`config.mk`:
```
export PLATFORM = sky130hd
export DESIGN_NAME = ldr_acc
export DESIGN_NICKNAME = d
export VERILOG_FILES = /design/src/hdl/ldr_pkg.sv /design/src/hdl/ldr_acc.sv
export SDC_FILE = /design/constraint.sdc
export NUM_CORES = 2
export LEC_CHECK = 0
export BUFFER_PORTS_ARGS = -buffer_cell sky130_fd_sc_hd__buf_2
export CAP_MARGIN = 20
export CORE_AREA = 2 2 349 351
export DETAILED_ROUTE_END_ITERATION = 6
export DIE_AREA = 0 0 351 353
export PLACE_DENSITY = 0.59
export REMOVE_ABC_BUFFERS = 1
export SYNTH_ARGS = -nofsm -noshare
export SYNTH_HDL_FRONTEND = slang
export SYNTH_SLANG_ARGS = --single-unit
```
`constraint.sdc`:
```
create_clock -name clk -period 6.7 [get_ports clk]
set_input_delay 1.34 -clock clk [delete_from_list [all_inputs] [get_ports clk]]
set_output_delay 1.34 -clock clk [all_outputs]
set_load 0.03 [all_outputs]
```
`src/hdl/ldr_pkg.sv`:
```
// Package for the lens distortion remap pipeline.
// Holds the field widths, payload and stage-boundary structs, and the
// configuration register map. Depends on nothing.
package ldr_pkg;

  // Destination bounds.
  localparam int MAX_DIM   = 4096;
  localparam int FIELD_CAP = 4096;
  localparam int DIM_BOUND = (MAX_DIM < FIELD_CAP) ? MAX_DIM : FIELD_CAP;

  // Field widths.
  localparam int DIM_W   = 13;
  localparam int COORD_W = 12;
  localparam int PIX_W   = 8;
  localparam int COEF_W  = 32;

  // Internal datapath widths.
  localparam int D_W    = COORD_W + 1;        // centered coordinate, signed
  localparam int SQ_W   = 2 * COORD_W;        // dx*dx
  localparam int XY_W   = SQ_W + 1;           // dx*dy, signed
  localparam int R2_W   = SQ_W + 1;           // dx*dx + dy*dy
  localparam int CR_W   = XY_W + 1;           // 2*dx*dy, signed
  localparam int ASQ_W  = R2_W + 2;           // r2 + 2*d*d
  localparam int R4_W   = 2 * R2_W;           // r2*r2
  localparam int R4L_W  = R2_W;               // low slice of r4
  localparam int DK_W   = COEF_W + D_W;       // d*k, signed
  localparam int PKL_W  = COEF_W + R2_W;      // unsigned partial product
  localparam int PKH_W  = D_W + R2_W + 1;     // signed partial product
  localparam int TP_W   = COEF_W + ASQ_W + 1; // tangential product, signed
  localparam int TS_W   = TP_W + 1;           // tangential sum, signed
  localparam int K1T_W  = PKH_W + COEF_W;     // d*k1*r2, signed
  localparam int FRAC_W = 80;                 // fraction bits of the accumulator
  localparam int ACC_W  = 106;
  localparam int INT_W  = ACC_W - FRAC_W;
  localparam int K1_SH  = 32;                 // k1 term alignment
  localparam int TANG_SH = 40;                // tangential term alignment

  localparam int CFG_IDX_W = 3;

  typedef enum logic [CFG_IDX_W-1:0] {
    REG_IMAGE_WIDTH  = 3'd0,
    REG_IMAGE_HEIGHT = 3'd1,
    REG_CENTER_X     = 3'd2,
    REG_CENTER_Y     = 3'd3,
    REG_RADIAL_K1    = 3'd4,
    REG_RADIAL_K2    = 3'd5,
    REG_TANGENT_P1   = 3'd6,
    REG_TANGENT_P2   = 3'd7
  } cfg_reg_t;

  typedef struct packed {
    logic        [DIM_W-1:0]   image_width;
    logic        [DIM_W-1:0]   image_height;
    logic        [COORD_W-1:0] center_x;
    logic        [COORD_W-1:0] center_y;
    logic signed [COEF_W-1:0]  radial_k1;
    logic signed [COEF_W-1:0]  radial_k2;
    logic signed [COEF_W-1:0]  tangent_p1;
    logic signed [COEF_W-1:0]  tangent_p2;
  } cfg_t;

  localparam cfg_t CFG_RESET = '{
    image_width:  13'd640,
    image_height: 13'd480,
    center_x:     12'd320,
    center_y:     12'd240,
    radial_k1:    32'sd0,
    radial_k2:    32'sd0,
    tangent_p1:   32'sd0,
    tangent_p2:   32'sd0
  };

  typedef struct packed {
    logic [COORD_W-1:0] src_x;
    logic [COORD_W-1:0] src_y;
    logic [PIX_W-1:0]   pixel_value;
  } in_item_t;

  typedef struct packed {
    logic [COORD_W-1:0] dest_x;
    logic [COORD_W-1:0] dest_y;
    logic [PIX_W-1:0]   pixel_out;
    logic               in_range;
  } out_item_t;

  // Front end to multiplier stages. Index 0 is the x axis, 1 the y axis.
  typedef struct packed {
    logic [1:0][COORD_W-1:0] src;
    logic [PIX_W-1:0]        pix;
    logic [R2_W-1:0]         r2;
    logic [CR_W-1:0]         cross2;
    logic [1:0][ASQ_W-1:0]   asq;
    logic [1:0][DK_W-1:0]    dk1;
    logic [1:0][DK_W-1:0]    dk2;
  } front_t;

  // Per-axis partial products handed to the accumulator.
  typedef struct packed {
    logic [PKL_W-1:0] ll;
    logic [PKL_W-1:0] lh;
    logic [PKH_W-1:0] hl;
    logic [PKH_W-1:0] hh;
    logic [K1T_W-1:0] k1t;
    logic [TS_W-1:0]  tang;
  } axis_prod_t;

  typedef struct packed {
    logic [1:0][COORD_W-1:0] src;
    logic [PIX_W-1:0]        pix;
    axis_prod_t [1:0]        ax;
  } mult_t;

endpackage

```
`src/hdl/ldr_acc.sv`:
```
// Accumulator stages of the remap pipeline: sums the aligned terms, truncates
// toward zero and checks the image bounds. Depends on ldr_pkg.
module ldr_acc
  import ldr_pkg::*;
(
  input  logic      clk,
  input  logic      rst_n,
  input  logic      mult_valid,
  input  mult_t     mult,
  input  cfg_t      cfg,
  output logic      out_valid,
  output out_item_t out_item
);

  localparam logic [DIM_W-1:0] BOUND_CAP = DIM_W'(DIM_BOUND);

  logic [1:0][ACC_W-1:0]   k2t_nxt;
  logic [1:0][ACC_W-1:0]   part_nxt;

  logic                    v6_r;
  logic [1:0][ACC_W-1:0]   k2t6_r;
  logic [1:0][ACC_W-1:0]   part6_r;
  logic [PIX_W-1:0]        pix6_r;

  logic                    v7_r;
  logic [1:0][ACC_W-1:0]   acc7_r;
  logic [PIX_W-1:0]        pix7_r;

  logic [DIM_W-1:0]        dim    [2];
  logic [DIM_W-1:0]        bound  [2];
  logic [1:0][INT_W-1:0]   coord;
  logic [1:0]              in_img;
  logic                    ok;
  out_item_t               out_nxt;

  logic                    out_valid_r;
  out_item_t               out_r;

  // Stage 6: fourth-order term and the remaining aligned terms.
  always_comb begin
    for (int i = 0; i < 2; i++) begin
      k2t_nxt[i] = ACC_W'(mult.ax[i].ll)
                 + (ACC_W'(mult.ax[i].lh) << R4L_W)
                 + (ACC_W'($signed(mult.ax[i].hl)) << COEF_W)
                 + (ACC_W'($signed(mult.ax[i].hh)) << (COEF_W + R4L_W));
      part_nxt[i] = (ACC_W'(mult.src[i]) << FRAC_W)
                  + (ACC_W'($signed(mult.ax[i].k1t)) << K1_SH)
                  + (ACC_W'($signed(mult.ax[i].tang)) << TANG_SH);
    end
  end

  always_ff @(posedge clk) begin
    if (!rst_n) begin
      v6_r <= 1'b0;
    end else begin
      v6_r <= mult_valid;
    end
  end

  always_ff @(posedge clk) begin
    k2t6_r  <= k2t_nxt;
    part6_r <= part_nxt;
    pix6_r  <= mult.pix;
  end

  // Stage 7: full sum.
  always_ff @(posedge clk) begin
    if (!rst_n) begin
      v7_r <= 1'b0;
    end else begin
      v7_r <= v6_r;
    end
  end

  always_ff @(posedge clk) begin
    acc7_r[0] <= part6_r[0] + k2t6_r[0];
    acc7_r[1] <= part6_r[1] + k2t6_r[1];
    pix7_r    <= pix6_r;
  end

  // Stage 8: the integer part is a floor, so a negative sum with a nonzero
  // fraction is bumped by one to truncate toward zero.
  assign dim[0] = cfg.image_width;
  assign dim[1] = cfg.image_height;

  always_comb begin
    for (int i = 0; i < 2; i++) begin
      bound[i]  = (dim[i] > BOUND_CAP) ? BOUND_CAP : dim[i];
      coord[i]  = acc7_r[i][ACC_W-1:FRAC_W]
                + INT_W'(acc7_r[i][ACC_W-1] & (|acc7_r[i][FRAC_W-1:0]));
      in_img[i] = !coord[i][INT_W-1] && (coord[i] < INT_W'(bound[i]));
    end
    ok = &in_img;
    out_nxt.dest_x    = ok ? coord[0][COORD_W-1:0] : '0;
    out_nxt.dest_y    = ok ? coord[1][COORD_W-1:0] : '0;
    out_nxt.pixel_out = pix7_r;
    out_nxt.in_range  = ok;
  end

  always_ff @(posedge clk) begin
    if (!rst_n) begin
      out_valid_r <= 1'b0;
    end else begin
      out_valid_r <= v7_r;
    end
  end

  always_ff @(posedge clk) begin
    out_r <= out_nxt;
  end

  assign out_valid = out_valid_r;
  assign out_item  = out_r;

endmodule

```
==> out/qor.yml <==
cts_sinks: 604
start_kind: "primary input"
core-area_mm2: 0.121
cts_buffer_depth: 3
postSynthCellCount: 5067
synth-seq-cells: 604
grt_pass1_vias: 41233
status: "complete, no violations"
areaGrowthSynthToFinish_pct: 26.5
synth_cell_types: 87
viasPerCell: 5.22
total_power_mw: 21.3
yosysWarnings: 0
fin_crit_ns: 6.54
cp_slowest_cell: "fa_1"
grt_use_total_pct: 23.0
grt_start_max_net_pins: 27
power_density_mw_per_mm2: 378
num_vias: 41250
drt_iter0_drc: 2133
worstSetupPathType: "in2reg"
cts_buffers: 73
finalHoldViolations: 0
synth_edf_count: 0
ir_drop_v: 0.000204
dieArea_mm2: 0.124
cp.depth: 29
min_period_over_period_pct: 97.6
routed_wl_um: 148000
slew_violations: 0
cts_tree: "built"
insertion_delay_ns: 0.66
ant_nets: 0
synth.area.top_cells: "dfxtp_1 (27%), ha_1 (19%), xnor2_1 (6.3%), a21oi_1 (5.9%), a21o_1 (5.2%)"
path_clk_slew_ns: 0.06
crit_fanout: 3
holdPathStages: 0
synth.top_cell.area_share_pct: 27.2
synthArstFlopShare_pct: 0
wl_per_cell_um: 18.7
holdCritPathClass: "reg2reg"
fin_util_pct: 46.7
synth_ff_type: "dfxtp_1"
die_x_um: 351
cp.arrival_ns: 7.07
overflow: 0
cp-end-kind: "flop"
postSynthAreaPerCell_um2: 8.78
gp_congestion: 0.940
syn_area_mm2: 0.0445
finClkSkew_ns: 0.0334
crit_path_max_incr_delay_ns: 0.43
row_count: 128
r2r_cells: 17
drive_above_1_share_pct: 24.0
max-cap-violations: 0
synth_top_area_cell: "dfxtp_1"
fmax_ghz: 0.153
max_slew_margin_pct: 38.7
ctsRootBufferMaster: "clkbuf_16"
die_height_um: 353
cp_data_required_time_ns: 7.23
cp_top_family: "compound AO/OA/AOI/OAI gates"
portBuffers: 742
critPathBufInv: 3
tightest_slew_ns: 0.908
ctsHoldBuffers: 0
grt_pass1_wl_um: 225000
setup_viol: 0
antenna_found_initial: 32
start_util_pct: 36.9
dp_hpwl_um: 126000
yosysSeqAreaShare_pct: 27.2
route.detailed.drc: 0
cts_max_level: 3
first_pass_iters: 6
leakage_nw: 27.2
pin_count: 895
fin_nets: 7827
## report_power, final
group / internal, mW / switching [mW]
Clock: 2.36 / 1.68
Combinational: 5.13 / 6.64
Sequential: 4.91 / 0.568
## flip-flops by register name (all words and copies together) (netlist names)
signal / count
acc7_r: 212
k2t6_r: 194
part6_r: 146
out_item: 33
pix6_r: 8
pix7_r: 8
out_valid: 1
v6_r: 1
v7_r: 1
## cell families (layout without fill, tap and decap cells)
logic type               after synthesis  after routing  synth area share [%]
multiplexers                           2              2                0.0450
buffers and inverters                343           1546                  2.96
other                                  0              9                     0
adder cells (fa/ha/maj)              752            752                  22.6
AO/OA/AOI/OAI                       1583           1583                  22.8
flip-flops                           604            604                  27.2
XOR/XNOR                             512            512                  10.1
AND/OR/NAND/NOR                     1271           1271                  14.4
## worst reg2reg max path, cell delays in order, from the launching register on
cell	delay [ns]
dfxtp_1	0.42
nor4_1	0.50
nand4_1	0.39
or4_1	0.74
o21a_1	0.28
ha_1	0.22
ha_1	0.23
nand3_1	0.28
xnor2_1	0.21
ha_1	0.30
nor2b_1	0.14
o31ai_1	0.24
nand2b_1	0.09
a21o_1	0.18
a21oi_1	0.36
nor3_1	0.12
or4_4	0.78
and2b_1	0.31
## layout make-up
class | instances | area (um2)
Multi-Input combinational cell | 4120 | 31500
Tap cell | 1625 | 2030
Timing Repair Buffer | 1244 | 7480
Inverter | 171 | 642
Fill cell | 11842 | 64300
Clock buffer | 89 | 1930
Clock inverter | 42 | 527
Antenna cell | 9 | 22.5
Sequential cell | 604 | 12100
## metal layers
layer	part of all wire (%)	track usage [%]	up-vias
li1	-	-	20839
met1	46	30.2	19082
met2	45	38.0	1075
met3	6.2	4.60	220
met4	3.0	6.90	34
met5	0.14	0	-
## timing repair
action                                  4_1_cts  5_1_grt
endpoints found under the setup margin       24       35
pin swaps                                     5       38
resized for setup                            21       83
buffers inserted                              1        5
hold endpoints to repair                      0        0
## final timing paths
kind	from	endpoint	slack, ns
worst min-delay path	k2t6_r[1]	acc7_r[1]	0.32
worst max-delay path	mult[292]	k2t6_r[96]	0.16
worst min register to register	k2t6_r[1]	acc7_r[1]	0.32
worst max register to register	acc7_r[139]	out_item[25]	0.84
## stage by stage
stage / instances / TNS [ns] / instance area (um2) / setup WS (ns) / hold WS [ns]
2_1_floorplan: 4895 / -0.196 / 43800 / -0.147 / 0.310
3_3_place_gp: 7758 / -33.70 / 53300 / -1.18 / 0.310
3_5_place_dp: 7758 / -33.55 / 53300 / -1.13 / 0.312
4_1_cts: 7890 / -0.0368 / 55900 / -0.0368 / 0.315
5_1_grt: 7900 / -0.0271 / 56300 / -0.0204 / 0.329
6_report: 7904 / 0 / 56300 / 0.160 / 0.319
## placed cells by master, fill, tap and decap left out, types with 32 or more instances in the layout
cell type / n
nand2_1: 366
nor4_1: 59
nor2_1: 227
a21oi_1: 513
a211oi_1: 32
nand3_1: 118
nor3_1: 65
inv_1: 171
a21o_1: 309
ha_1: 663
nand4_1: 130
buf_2: 742
xnor2_1: 317
o21ai_0: 263
a31oi_1: 43
and3_1: 50
xor2_1: 193
clkbuf_16: 73
nand2b_1: 54
o21a_1: 44
fa_1: 82
o21bai_1: 90
dfxtp_1: 604
buf_4: 502
nor2b_1: 49
## synthesized netlist by cell type (33+ instances only)
master and number:
a211oi_1 34, nand3_1 119, nand2_1 367, nor2_1 228, clkbuf_1 165, a21oi_1 522
xor2_1 193, dfxtp_1 604, nor4_1 66, nor2b_1 49, o21bai_1 90, xnor2_1 319
nand2b_1 54, o21a_1 45, nor3_1 67, inv_1 171, and2_1 33, a31oi_1 47
o21ai_0 280, ha_1 668, a21o_1 309, nand4_1 130, and3_1 50, fa_1 84
(Power assumes the default switching activity.)
